**config.mk**
```make
export PLATFORM = sky130hd
export DESIGN_NAME = base64url_strict_decoder_unit_flat
export DESIGN_NICKNAME = d
export VERILOG_FILES = /design/src/b64u_pkg.sv /design/src/b64u_if.sv /design/src/base64url_strict_decoder_unit.sv /design/src/b64u_core.sv /design/src/b64u_out.sv /design/src/flat_wrapper.sv
export SDC_FILE = /design/constraint.sdc
export NUM_CORES = 1
export LEC_CHECK = 0
export CAP_MARGIN = 10
export CORE_UTILIZATION = 50
export CTS_BUF_LIST = sky130_fd_sc_hd__clkbuf_8
export CTS_CLUSTER_DIAMETER = 50
export DETAILED_ROUTE_END_ITERATION = 12
export DONT_BUFFER_PORTS = 1
export PLACE_DENSITY = 0.68
export SYNTH_ARGS = -nofsm -noshare
export SYNTH_HDL_FRONTEND = slang
export SYNTH_HIERARCHICAL = 1
export SYNTH_SLANG_ARGS = --single-unit
```
**constraint.sdc**
```tcl
create_clock -name clk -period 8.1 [get_ports clk]
set_input_delay 1.215 -clock clk [delete_from_list [all_inputs] [get_ports clk]]
set_output_delay 1.215 -clock clk [all_outputs]
set_load 0.02 [all_outputs]
```
**src/b64u_pkg.sv**
```systemverilog
`timescale 1ns / 1ps
package b64u_pkg;

  localparam int LENGTH_BITS = 16;
  localparam int CAP_W = 16;
  localparam int LEN_OUT_W = 16;
  // wide enough for the count plus a group and for the capacity
  localparam int CMP_W = ((LENGTH_BITS > CAP_W) ? LENGTH_BITS : CAP_W) + 1;
  localparam logic [CAP_W-1:0] CAP_RESET = 16'hffff;

  typedef enum logic [2:0] {
    ST_OK       = 3'd0,
    ST_BAD_CHAR = 3'd1,
    ST_LENGTH   = 3'd2,
    ST_CAPACITY = 3'd3,
    ST_PAD_BITS = 3'd4
  } status_t;

  // results of one character, at most three bytes then one status word
  typedef struct packed {
    logic [1:0]           nbytes;
    logic [2:0][7:0]      data;
    logic                 has_status;
    status_t              status;
    logic [LEN_OUT_W-1:0] length;
  } bundle_t;

  // bit 6 flags a character inside the alphabet
  function automatic logic [6:0] sextet_of(input logic [7:0] c);
    logic [6:0] r;
    r = 7'd0;
    if (c >= "A" && c <= "Z") begin
      r = {1'b1, 6'(c - "A")};
    end else if (c >= "a" && c <= "z") begin
      r = {1'b1, 6'(c - "a" + 8'd26)};
    end else if (c >= "0" && c <= "9") begin
      r = {1'b1, 6'(c - "0" + 8'd52)};
    end else if (c == "-") begin
      r = {1'b1, 6'd62};
    end else if (c == "_") begin
      r = {1'b1, 6'd63};
    end
    return r;
  endfunction

endpackage

```
**src/b64u_if.sv**
```systemverilog
`timescale 1ns / 1ps
interface b64u_in_if;
  logic       valid;
  logic       ready;
  logic [7:0] in_char;
  logic       end_of_string;
  modport source (output valid, output in_char, output end_of_string, input ready);
  modport sink (input valid, input in_char, input end_of_string, output ready);
endinterface

interface b64u_out_if;
  logic                           valid;
  logic                           ready;
  logic [7:0]                     out_byte;
  logic                           is_status;
  logic [2:0]                     status;
  logic [b64u_pkg::LEN_OUT_W-1:0] decoded_length;
  logic                           last;
  modport source (output valid, output out_byte, output is_status, output status,
                  output decoded_length, output last, input ready);
  modport sink (input valid, input out_byte, input is_status, input status,
                input decoded_length, input last, output ready);
endinterface

interface b64u_cfg_if;
  logic                       valid;
  logic                       ready;
  logic [b64u_pkg::CAP_W-1:0] data;
  modport source (output valid, output data, input ready);
  modport sink (input valid, input data, output ready);
endinterface

```
**src/base64url_strict_decoder_unit.sv**
```systemverilog
`timescale 1ns / 1ps
// Strict unpadded base64url decoder. One character is taken per clock while
// the buffer has room; the word flagged end_of_string closes the string and
// brings one status word (ok, bad character, length 1 mod 4, over capacity,
// nonzero pad bits) after any final bytes, with last set on the final word a
// character causes. A character yields zero to four output words, which
// leave one per clock while ready is high from a two-slot output buffer, so
// the sustained rate is one character per cycle unless the serializer is the
// bottleneck: a group of four characters yields three words. Bytes already
// delivered for a string whose status is not ok must be dropped by the user.
// The capacity register may be written at any time the block is idle.
module base64url_strict_decoder_unit (
  input  logic        clk,
  input  logic        rst_n,
  b64u_in_if.sink     in_if,
  b64u_cfg_if.sink    cfg_if,
  b64u_out_if.source  out_if
);

  logic              push;
  logic              q_ready;
  b64u_pkg::bundle_t bundle;

  b64u_core u_core (
    .clk     (clk),
    .rst_n   (rst_n),
    .in_if   (in_if),
    .cfg_if  (cfg_if),
    .q_ready (q_ready),
    .push    (push),
    .bundle  (bundle)
  );

  b64u_out u_out (
    .clk     (clk),
    .rst_n   (rst_n),
    .push    (push),
    .bundle  (bundle),
    .q_ready (q_ready),
    .out_if  (out_if)
  );

  a_status_last: assert property (@(posedge clk) disable iff (!rst_n)
    out_if.valid && out_if.is_status |-> out_if.last)
    else $error("status word without last");

  a_stall_full: assert property (@(posedge clk) disable iff (!rst_n)
    !in_if.ready |-> out_if.valid)
    else $error("input stalled with no pending output");

  a_data_clean: assert property (@(posedge clk) disable iff (!rst_n)
    out_if.valid && !out_if.is_status |->
      out_if.status == b64u_pkg::ST_OK && out_if.decoded_length == '0)
    else $error("data word carries status fields");

  a_hold_stall: assert property (@(posedge clk) disable iff (!rst_n)
    out_if.valid && !out_if.ready |=> out_if.valid && $stable(out_if.out_byte)
      && $stable(out_if.is_status))
    else $error("stalled output word changed");

endmodule

```
**src/b64u_core.sv**
```systemverilog
`timescale 1ns / 1ps
module b64u_core (
  input  logic              clk,
  input  logic              rst_n,
  b64u_in_if.sink           in_if,
  b64u_cfg_if.sink          cfg_if,
  input  logic              q_ready,
  output logic              push,
  output b64u_pkg::bundle_t bundle
);

  logic [b64u_pkg::CAP_W-1:0]       cap_r;
  logic [1:0]                       pos_r, pos_nxt;
  logic [17:0]                      hold_r, hold_nxt;
  logic [b64u_pkg::LENGTH_BITS-1:0] wc_r, wc_nxt;
  b64u_pkg::status_t                err_r, err_nxt;

  logic                         accept;
  logic [6:0]                   sx;
  logic [23:0]                  acc;
  logic [1:0]                   nb;
  logic [b64u_pkg::CMP_W-1:0]   sum;
  logic                         over;
  logic                         pad_bad;
  logic [2:0][7:0]              bytes;
  b64u_pkg::status_t            err_a;

  assign accept       = in_if.valid && q_ready;
  assign in_if.ready  = q_ready;
  assign cfg_if.ready = 1'b1;

  always_comb begin
    sx      = b64u_pkg::sextet_of(in_if.in_char);
    pos_nxt = pos_r + 2'd1;
    err_a   = err_r;
    if (err_r == b64u_pkg::ST_OK && !sx[6]) begin
      err_a = b64u_pkg::ST_BAD_CHAR;
    end
    acc     = {hold_r, sx[5:0]};
    nb      = 2'd0;
    bytes   = '0;
    pad_bad = 1'b0;
    // only one group can close per character
    if (err_a == b64u_pkg::ST_OK) begin
      if (pos_r == 2'd3) begin
        nb    = 2'd3;
        bytes = {acc[7:0], acc[15:8], acc[23:16]};
      end else if (in_if.end_of_string && pos_r == 2'd2) begin
        nb      = 2'd2;
        bytes   = {8'd0, acc[9:2], acc[17:10]};
        pad_bad = acc[1:0] != 2'b00;
      end else if (in_if.end_of_string && pos_r == 2'd1) begin
        nb      = 2'd1;
        bytes   = {16'd0, acc[11:4]};
        pad_bad = acc[3:0] != 4'd0;
      end
    end
    sum  = b64u_pkg::CMP_W'(wc_r) + b64u_pkg::CMP_W'(nb);
    over = sum > b64u_pkg::CMP_W'(cap_r);

    err_nxt  = err_a;
    wc_nxt   = wc_r;
    hold_nxt = hold_r;
    if (err_a == b64u_pkg::ST_OK) begin
      hold_nxt = (pos_r == 2'd3) ? 18'd0 : acc[17:0];
    end
    if (nb != 2'd0) begin
      if (over) begin
        err_nxt = b64u_pkg::ST_CAPACITY;
      end else begin
        wc_nxt = sum[b64u_pkg::LENGTH_BITS-1:0];
        if (pad_bad) begin
          err_nxt = b64u_pkg::ST_PAD_BITS;
        end
      end
    end

    bundle.nbytes     = over ? 2'd0 : nb;
    bundle.data       = bytes;
    bundle.has_status = in_if.end_of_string;
    bundle.status     = (pos_nxt == 2'd1) ? b64u_pkg::ST_LENGTH : err_nxt;
    bundle.length     = b64u_pkg::LEN_OUT_W'(b64u_pkg::CMP_W'(wc_nxt));
    push = accept && (bundle.nbytes != 2'd0 || in_if.end_of_string);
  end

  always_ff @(posedge clk) begin
    if (!rst_n) begin
      cap_r  <= b64u_pkg::CAP_RESET;
      pos_r  <= 2'd0;
      hold_r <= 18'd0;
      wc_r   <= '0;
      err_r  <= b64u_pkg::ST_OK;
    end else begin
      if (cfg_if.valid) begin
        cap_r <= cfg_if.data;
      end
      if (accept) begin
        if (in_if.end_of_string) begin
          pos_r  <= 2'd0;
          hold_r <= 18'd0;
          wc_r   <= '0;
          err_r  <= b64u_pkg::ST_OK;
        end else begin
          pos_r  <= pos_nxt;
          hold_r <= hold_nxt;
          wc_r   <= wc_nxt;
          err_r  <= err_nxt;
        end
      end
    end
  end

endmodule

```
**src/b64u_out.sv**
```systemverilog
`timescale 1ns / 1ps
module b64u_out (
  input  logic              clk,
  input  logic              rst_n,
  input  logic              push,
  input  b64u_pkg::bundle_t bundle,
  output logic              q_ready,
  b64u_out_if.source        out_if
);

  b64u_pkg::bundle_t head_r, spare_r;
  logic              head_v_r, spare_v_r;
  logic [1:0]        idx_r;

  logic       is_byte;
  logic [2:0] total;
  logic       last_word;
  logic       take;
  logic       done;

  assign q_ready = !spare_v_r;

  always_comb begin
    total     = {1'b0, head_r.nbytes} + {2'b00, head_r.has_status};
    is_byte   = idx_r < head_r.nbytes;
    last_word = ({1'b0, idx_r} + 3'd1) == total;
    take      = head_v_r && out_if.ready;
    done      = take && last_word;

    out_if.valid          = head_v_r;
    out_if.last           = last_word;
    out_if.is_status      = !is_byte;
    out_if.status         = is_byte ? b64u_pkg::ST_OK : head_r.status;
    out_if.decoded_length = is_byte ? '0 : head_r.length;
    case (idx_r)
      2'd0:    out_if.out_byte = is_byte ? head_r.data[0] : 8'd0;
      2'd1:    out_if.out_byte = is_byte ? head_r.data[1] : 8'd0;
      2'd2:    out_if.out_byte = is_byte ? head_r.data[2] : 8'd0;
      default: out_if.out_byte = 8'd0;
    endcase
  end

  always_ff @(posedge clk) begin
    if (!rst_n) begin
      head_v_r  <= 1'b0;
      spare_v_r <= 1'b0;
      idx_r     <= 2'd0;
    end else begin
      if (done) begin
        idx_r <= 2'd0;
        if (spare_v_r) begin
          head_r    <= spare_r;
          spare_v_r <= 1'b0;
        end else if (push) begin
          head_r <= bundle;
        end else begin
          head_v_r <= 1'b0;
        end
      end else if (head_v_r) begin
        if (take) begin
          idx_r <= idx_r + 2'd1;
        end
        // second slot keeps the input moving while the output stalls
        if (push) begin
          spare_r   <= bundle;
          spare_v_r <= 1'b1;
        end
      end else if (push) begin
        head_r   <= bundle;
        head_v_r <= 1'b1;
        idx_r    <= 2'd0;
      end
    end
  end

endmodule
```
**src/flat_wrapper.sv**
```systemverilog
// flat-port wrapper written by rule: the top's interface ports become plain ports
module base64url_strict_decoder_unit_flat 
  (clk, rst_n, in_if_valid, in_if_in_char, in_if_end_of_string, in_if_ready, cfg_if_valid, cfg_if_data, cfg_if_ready, out_if_valid, out_if_out_byte, out_if_is_status, out_if_status, out_if_decoded_length, out_if_last, out_if_ready);
  b64u_in_if in_if_i ();
  b64u_cfg_if cfg_if_i ();
  b64u_out_if out_if_i ();
  input  logic clk;
  input  logic rst_n;
  input wire logic [$bits(in_if_i.valid)-1:0] in_if_valid;
  input wire logic [$bits(in_if_i.in_char)-1:0] in_if_in_char;
  input wire logic [$bits(in_if_i.end_of_string)-1:0] in_if_end_of_string;
  output wire logic [$bits(in_if_i.ready)-1:0] in_if_ready;
  input wire logic [$bits(cfg_if_i.valid)-1:0] cfg_if_valid;
  input wire logic [$bits(cfg_if_i.data)-1:0] cfg_if_data;
  output wire logic [$bits(cfg_if_i.ready)-1:0] cfg_if_ready;
  output wire logic [$bits(out_if_i.valid)-1:0] out_if_valid;
  output wire logic [$bits(out_if_i.out_byte)-1:0] out_if_out_byte;
  output wire logic [$bits(out_if_i.is_status)-1:0] out_if_is_status;
  output wire logic [$bits(out_if_i.status)-1:0] out_if_status;
  output wire logic [$bits(out_if_i.decoded_length)-1:0] out_if_decoded_length;
  output wire logic [$bits(out_if_i.last)-1:0] out_if_last;
  input wire logic [$bits(out_if_i.ready)-1:0] out_if_ready;
  assign in_if_i.valid = in_if_valid;
  assign in_if_i.in_char = in_if_in_char;
  assign in_if_i.end_of_string = in_if_end_of_string;
  assign in_if_ready = in_if_i.ready;
  assign cfg_if_i.valid = cfg_if_valid;
  assign cfg_if_i.data = cfg_if_data;
  assign cfg_if_ready = cfg_if_i.ready;
  assign out_if_valid = out_if_i.valid;
  assign out_if_out_byte = out_if_i.out_byte;
  assign out_if_is_status = out_if_i.is_status;
  assign out_if_status = out_if_i.status;
  assign out_if_decoded_length = out_if_i.decoded_length;
  assign out_if_last = out_if_i.last;
  assign out_if_i.ready = out_if_ready;
  base64url_strict_decoder_unit u_core (.clk(clk), .rst_n(rst_n), .in_if(in_if_i), .cfg_if(cfg_if_i), .out_if(out_if_i));
endmodule
```
# Yosys cells after proc, flatten, opt, wreduce, memory -nomap -nowiden
# Index checks and enable logic that the tools add are counted.
[totals]
reg_bits = 151
in_bits = 30
out_inout_bits = 32
elab_cells = 134
[op_classes]
addsub = 10
order_cmp = 8
n_eq_ne = 13
n_mux = 49
n_bitwise = 2
n_reduce_logical = 30
[op_table]
columns = ["cell", "n"]
rows = [
  ["$mux W46", 4],
  ["$mux W16", 5],
  ["$mux W18", 3],
  ["$mux W24", 2],
  ["$mux W7", 5],
  ["$mux W8", 4],
  ["$pmux W8 S3", 1],
  ["$mux W3", 7],
  ["$add A16 B2 Y17", 1],
  ["$gt A17 B16 Y1", 1],
  ["$ge A8 B7 Y1 const B", 2],
  ["$le A8 B7 Y1 const B", 2],
  ["$mux W2", 8],
  ["$sub A6 B6 Y6 const B", 2],
  ["$logic_and A1 B1 Y1", 10],
  ["$mux W1", 10],
  ["$reduce_and A2 Y1", 5],
  ["$reduce_bool A2 Y1", 5],
  ["$eq A8 B6 Y1 const B", 1],
  ["$eq A8 B7 Y1 const B", 1],
  ["$ge A8 B6 Y1 const B", 1],
  ["$le A8 B6 Y1 const B", 1],
  ["$add A6 B5 Y6 const B", 1],
  ["$add A6 B6 Y6 const B", 1],
  ["18 further kinds", 29],
]

# Longest topological paths before layout
[depth]
word_depth = 20
mapped_depth = 32
mapped_depth_nobuf = 26

# By module
# The synthesis kept the hierarchy.
[by_module_without_submodules]
columns = ["mod", "n_inst", "cells_per_inst", "area_each_um2", "seq_area_each_um2"]
rows = [
  ["b64u_out", 1, 279, 4655.7, 2842.7],
  ["b64u_core", 1, 576, 4265.3, 1101.1],
]

# Least setup slack after synthesis
# Ideal clock, no wire load.
[synth_path]
path_type = "input -> register"
start = "input in_if_in_char[2]"
end = "register u_core/u_out/spare_r[0] (netlist name) (enable)"
setup_time_ns = 0.407
arrival_ns = 7.348
t_required_ns = 7.693
setup_slack_ns = 0.345
cell_stages = 28
n_path_buf = 5
cell_sequence = "inv_1 ha_1 nor2b_1 nand2b_1 a31oi_4 nand2_1 nand2_1 clkbuf_1 nor2_1 ha_1 ha_1 inv_1 o211ai_4 nand2_1 nor2_1 xor2_1 ha_1 a211o_1 or3_1 nor4_1 o21a_1 o21ai_2 buf_4 buf_4 a21oi_1 buf_2 clkbuf_1 and4_1"
[synth_between]
elab_chain_len = 18
elab_cells_between_ends = 28
cone_classes = "add/sub: 1; order compare: 7; eq/ne: 2; mux: 8; reduce/logical: 10"
[synth_rtl]
columns = ["element", "line", "source"]
rows = [
  ["from (decl)", "flat_wrapper.sv:10", "input wire logic [$bits(in_if_i.in_char)-1:0] in_if_in_char;"],
  ["parallel branches: the longest is 5 deep, another holds $ge A8 B6 Y1", "n/a", ""],
  ["$mux W7 *", "b64u_pkg.sv:32", "if (c >= \"A\" && c <= \"Z\") begin"],
  ["$logic_not A1 Y1 *", "b64u_core.sv:36", "if (err_r == b64u_pkg::ST_OK && !sx[6]) begin"],
  ["$logic_and A1 B1 Y1 *", "b64u_core.sv:36", ""],
  ["$mux W3 *", "b64u_core.sv:36", ""],
  ["$logic_not A3 Y1 *", "b64u_core.sv:44", "if (err_a == b64u_pkg::ST_OK) begin"],
  ["$mux W2 *", "b64u_core.sv:44", ""],
  ["$add A16 B2 Y17", "b64u_core.sv:58", "sum = b64u_pkg::CMP_W'(wc_r) + b64u_pkg::CMP_W'(nb);"],
  ["$gt A17 B16 Y1", "b64u_core.sv:59", "over = sum > b64u_pkg::CMP_W'(cap_r);"],
  ["$mux W2 *", "b64u_core.sv:78", "bundle.nbytes = over ? 2'd0 : nb;"],
  ["$reduce_bool A2 Y1 *", "b64u_core.sv:83", "push = accept && (bundle.nbytes != 2'd0 || in_if.end_of_string);"],
  ["$logic_or A1 B1 Y1 *", "b64u_core.sv:83", ""],
  ["$logic_and A1 B1 Y1 *", "b64u_core.sv:83", ""],
  ["via u_core.push", "base64url_strict_decoder_unit.sv:20", "logic push;"],
  ["$reduce_and A4 Y1 (no source line) *", "n/a", ""],
  ["to (signal assigned)", "b64u_out.sv:65", "spare_r <= bundle;"],
  ["to (decl)", "b64u_out.sv:11", "b64u_pkg::bundle_t head_r, spare_r;"],
]
# Mark *: on every way through the listed nets, which the timed path passes.
# A chain may end at the register's enable or synchronous reset.

# Worst setup path after layout
[layout_path]
start = "input in_if_in_char[2]"
end = "register u_core/u_out/head_r[0] (netlist name) (data pin)"
[layout_between]
elab_chain_len = 20
elab_cells_between_ends = 34
cone_classes = "add/sub: 1; order compare: 7; eq/ne: 2; mux: 14; reduce/logical: 10"
[layout_rtl]
columns = ["element", "line", "source"]
rows = [
  ["parallel branches: the longest is 5 deep, another holds $ge A8 B6 Y1", "n/a", ""],
  ["$mux W7 *", "b64u_pkg.sv:32", ""],
  ["$logic_not A1 Y1 *", "b64u_core.sv:36", ""],
  ["$logic_and A1 B1 Y1 *", "b64u_core.sv:36", ""],
  ["$mux W3 *", "b64u_core.sv:36", ""],
  ["$logic_not A3 Y1 *", "b64u_core.sv:44", ""],
  ["$mux W2 *", "b64u_core.sv:44", ""],
  ["$add A16 B2 Y17", "b64u_core.sv:58", ""],
  ["$gt A17 B16 Y1", "b64u_core.sv:59", ""],
  ["$mux W2 *", "n/a", ""],
  ["$reduce_bool A2 Y1 *", "n/a", ""],
  ["$logic_or A1 B1 Y1 *", "n/a", ""],
  ["$logic_and A1 B1 Y1 *", "n/a", ""],
  ["via u_core.push", "base64url_strict_decoder_unit.sv:20", ""],
  ["$mux W46 *", "b64u_out.sv:54, b64u_out.sv:68", ""],
  ["$mux W46 (on tied branches)", "b64u_out.sv:59, b64u_out.sv:51", ""],
  ["$mux W46 *", "b64u_out.sv:49", "if (done) begin"],
  ["to (signal assigned)", "b64u_out.sv:52", "head_r <= spare_r;"],
  ["to (signal assigned)", "b64u_out.sv:55", "head_r <= bundle;"],
  ["to (signal assigned)", "b64u_out.sv:69", "head_r <= bundle;"],
  ["to (decl)", "b64u_out.sv:11", ""],
]
# Mark *: on every way through the listed nets, which the timed path passes. The select of a mux whose other input is x is not followed.

==> impl_metrics.yaml <==
sta:
  fin_setup_tns_ns: 0
  worst_pin_slew_ns: 0.960
  fin_crit_sh_pct: 86.4
  relSlewSlack_pct: 36.0
  fin_hold_ws_ns: 0.460
  period_needed_ns: 7.00
  setup_viol: 0
  rsz0062_at_grt: "false"
  fmax_mhz: 143
  hold_viol: 0
  maxSlewViolCount: 0
  finClkSkew_ns: 0.0106
power_and_ir_drop:
  clockPowerShare_pct: 33.9
  power.density_nw_per_um2: 175
  leakagePower_nw: 3.76
  switching_power_mw: 0.432
  power.share.sequential_pct: 52.7
  power_mw: 1.66
  p_sw_share_pct: 26.1
  p_comb_share_pct: 13.4
  ir_drop_uv: 105
  intPower_mw: 1.22
grt:
  overflow: 0
  busiest_layer: "met1"
  first_global_vias: 5785
  grt_pass1_wl_um: 31500
  grtUsageMet3_pct: 4.56
  grt_max_degree: 35
  grt_usage_pct: 22.2
  met1_usage_pct: 34.3
  grt.met2_usage_pct: 31.3
  antenna_found_initial: 0
floorplanning:
  core_area_um2: 17400
  initial_core_util_pct: 51.4
  io_pins: 62
  die_h_um: 136
  placementRows: 48
  fp.dieW_um: 136
  die_area_um2: 18400
finish:
  final_common_cell: "nand2_1"
  final-seq-area_um2: 3940
  final_nets: 900
  syn_to_final_growth_pct: 5.88
  multi_input_area_um2: 4600
  nFillCells: 1528
  antenna_cells: 0
  drive_gt1_share_pct: 18.3
  fin_cells: 1071
  design_area_um2: 9450
  final_cell_mix: "nand2_1 (97), edfxtp_1 (92), dfxtp_1 (59)"
setup_path:
  worst_ep_arrival_time_ns: 7.20
  reg2reg_slack_ns: 1.66
  cp_slowest_stage_delay_ns: 0.41
  worstPathRequired_ns: 8.30
  crit_path_top_delay_cell: "nor4_1"
  crit_path_end_kind: "register"
  crit_buf_inv: 4
  cp_max_fo: 23
  path_common_cell: "ha_1"
  reg2reg_from: "u_core/u_core/pos_r[0]"
  regToRegEndpoint: "u_core/u_out/head_r[0]"
  crit_family: "simple AND/OR/NAND/NOR gates"
  start_kind: "input port"
  r2r_cells: 21
  critPathKind: "input port to register"
clock_tree:
  clock_tree.root_cell: "clkbuf_8"
  cts_tree: "done"
  clkTransAtPathRegs_ns: 0.08
  cts_made_buffers: 17
  h-tree-depth: 4
  cts_buffer_depth: 2
  clock-sinks: 151
  postCtsHoldBufs: 0
  cts_resized: 0
  clock_latency_ns: 0.45
  cts_setup_buffers: 0
placement:
  dpl_cell_area_um2: 9060
  dp.final_hpwl_um: 14000
  numPortBuffers: 0
  place_congestion: 0.921
  dp_cells: 1039
synth:
  yosysSeqAreaShare_pct: 44.2
  yosys_most_used_dff: "edfxtp_1"
  yosys_warnings: 6
  synth-edff-count: 92
  netlist_instances: 855
  ys_ff_latch: 151
  synth_fp_nets: 922
  netlist-cell-type-count: 80
  synthArstFlopShare_pct: 0
  avgSynthCellArea_um2: 10.4
  synth.cell_area_um2: 8920
min_path:
  min_path_type: "register to register"
  worstHoldEndpoint: "u_core/u_core/hold_r[17]"
  holdPathStages: 2
  worstHoldStart: "u_core/u_core/hold_r[17]"
routing:
  dr.pass1.iters: 6
  ant_nets: 0
  post_drt_wl_per_cell_um: 18.2
  num_vias: 6272
  remaining_drc_errors: 0
  drtIter0Drc: 586
  wl_um: 19500
  viasPerCell: 5.86
run:
  drv_cap: 0
outcome:
  outcome: "completed"
[final cells by class]
cell class / count / area share [%]
multi-input cells: 613 / 48.7
repair buffers: 11 / 1.01
inverters: 39 / 1.55
flip-flops and latches: 151 / 41.8
well taps: 225 / 2.98
clock inverters: 14 / 1.43
clock buffers: 18 / 2.62
[registers in the layout, summed over array words and instances, names as in the netlist]
signal / cells
u_core/u_core/hold_r: 18
u_core/u_out/spare_r: 46
u_core/u_out/head_r: 46
u_core/u_out/idx_r: 2
u_core/u_out/out_if.valid: 1
u_core/u_out/spare_v_r: 1
u_core/u_core/pos_r: 2
u_core/u_core/wc_r: 16
u_core/u_core/err_r: 3
u_core/u_core/cap_r: 16
[layer usage]
layer	part of all wire (%)	up-vias
li1	-	3063
met1	51	2983
met2	42	206
met3	5.9	20
met4	1.0	0
met5	0	-
[tightest hold or removal path: cells and delay by family, from the launching register on]
kind,cells,cell delay [ns]
AOI/OAI and AO/OA,1,0.05
and+or+nand+nor,1,0.05
DFF,1,0.32
[cell families (layout without fill, tap and decap cells)]
| logic type | after synthesis | in the layout | synth area share (%) |
|---|---|---|---|
| AOI/OAI and AO/OA | 162 | 162 | 12.7 |
| DFF | 151 | 151 | 44.2 |
| and+or+nand+nor | 280 | 280 | 15.8 |
| xor gates and xnor gates | 35 | 35 | 3.52 |
| other | 1 | 1 | 0.0420 |
| muxes | 97 | 97 | 13.9 |
| buffers and inverters | 91 | 82 | 4.54 |
| adders and majority gates | 38 | 38 | 5.32 |
[Yosys cell counts (all sizes together), types with 2 or more instances]
| cell type | n | share of area [%] |
|---|---|---|
| buf | 21 | 1.6 |
| o22ai | 2 | 0.14 |
| and4b | 2 | 0.22 |
| o2111a | 2 | 0.25 |
| a211o | 4 | 0.39 |
| a22o | 11 | 1.1 |
| a31oi | 9 | 0.87 |
| or3 | 3 | 0.21 |
| mux2 | 92 | 13 |
| o221ai | 2 | 0.20 |
| nor4 | 5 | 0.52 |
| xnor2 | 20 | 2.0 |
| o2111ai | 2 | 0.20 |
| nor2b | 29 | 2.0 |
| mux2i | 5 | 0.56 |
| and3 | 9 | 0.63 |
| nand4b | 2 | 0.20 |
| a22oi | 9 | 0.76 |
| a21boi | 2 | 0.21 |
| nand2 | 98 | 4.2 |
| nor2 | 60 | 2.6 |
| inv | 38 | 1.6 |
| a21oi | 51 | 2.9 |
| nor3b | 4 | 0.34 |
| o21ai | 22 | 1.3 |
| xor2 | 15 | 1.6 |
| nand2b | 3 | 0.21 |
| and2 | 4 | 0.28 |
| dfxtp | 59 | 13 |
| nand3 | 28 | 1.8 |
| a311oi | 2 | 0.20 |
| or4 | 3 | 0.25 |
| nand4 | 14 | 1.2 |
| clkbuf | 31 | 1.3 |
| a21o | 4 | 0.34 |
| and4 | 2 | 0.20 |
| a222oi | 8 | 0.90 |
| edfxtp | 92 | 31 |
| ha | 37 | 5.2 |
| o211ai | 21 | 1.9 |
| nand3b | 2 | 0.17 |
| nor3 | 10 | 0.69 |
[power by group through the flow]
stage               clock network, mW  registers, mW  logic [mW]
finish                          0.561          0.873       0.222
global route                    0.610          0.876       0.243
CTS                             0.576          0.872       0.223
detailed placement                  0          0.890       0.222
global placement                    0          0.889       0.218
floorplan                           0          0.882       0.188
[worst max-delay path by stage]
stage	startpoint	to	slack [ns]	cells past startpoint
2_1_floorplan	in_if_in_char[2]	u_core/u_out/spare_r[0]	0.35	28
3_3_place_gp	in_if_in_char[2]	u_core/u_out/head_r[10]	0.79	26
3_5_place_dp	in_if_in_char[2]	u_core/u_out/head_r[1]	0.71	26
4_1_cts	in_if_in_char[2]	u_core/u_out/head_r[1]	1.17	26
5_1_grt	in_if_in_char[2]	u_core/u_out/head_r[0]	0.68	26
6_report	in_if_in_char[2]	u_core/u_out/head_r[0]	1.10	26
[through the flow]
stage,util (%),worst slack (ns)
2_1_floorplan,-,0.345
3_3_place_gp,52.2,0.794
3_5_place_dp,52.2,0.711
4_1_cts,54.4,1.17
5_1_grt,54.4,0.683
6_report,54.4,1.10
No activity file was read; power rests on OpenSTA's default activity.
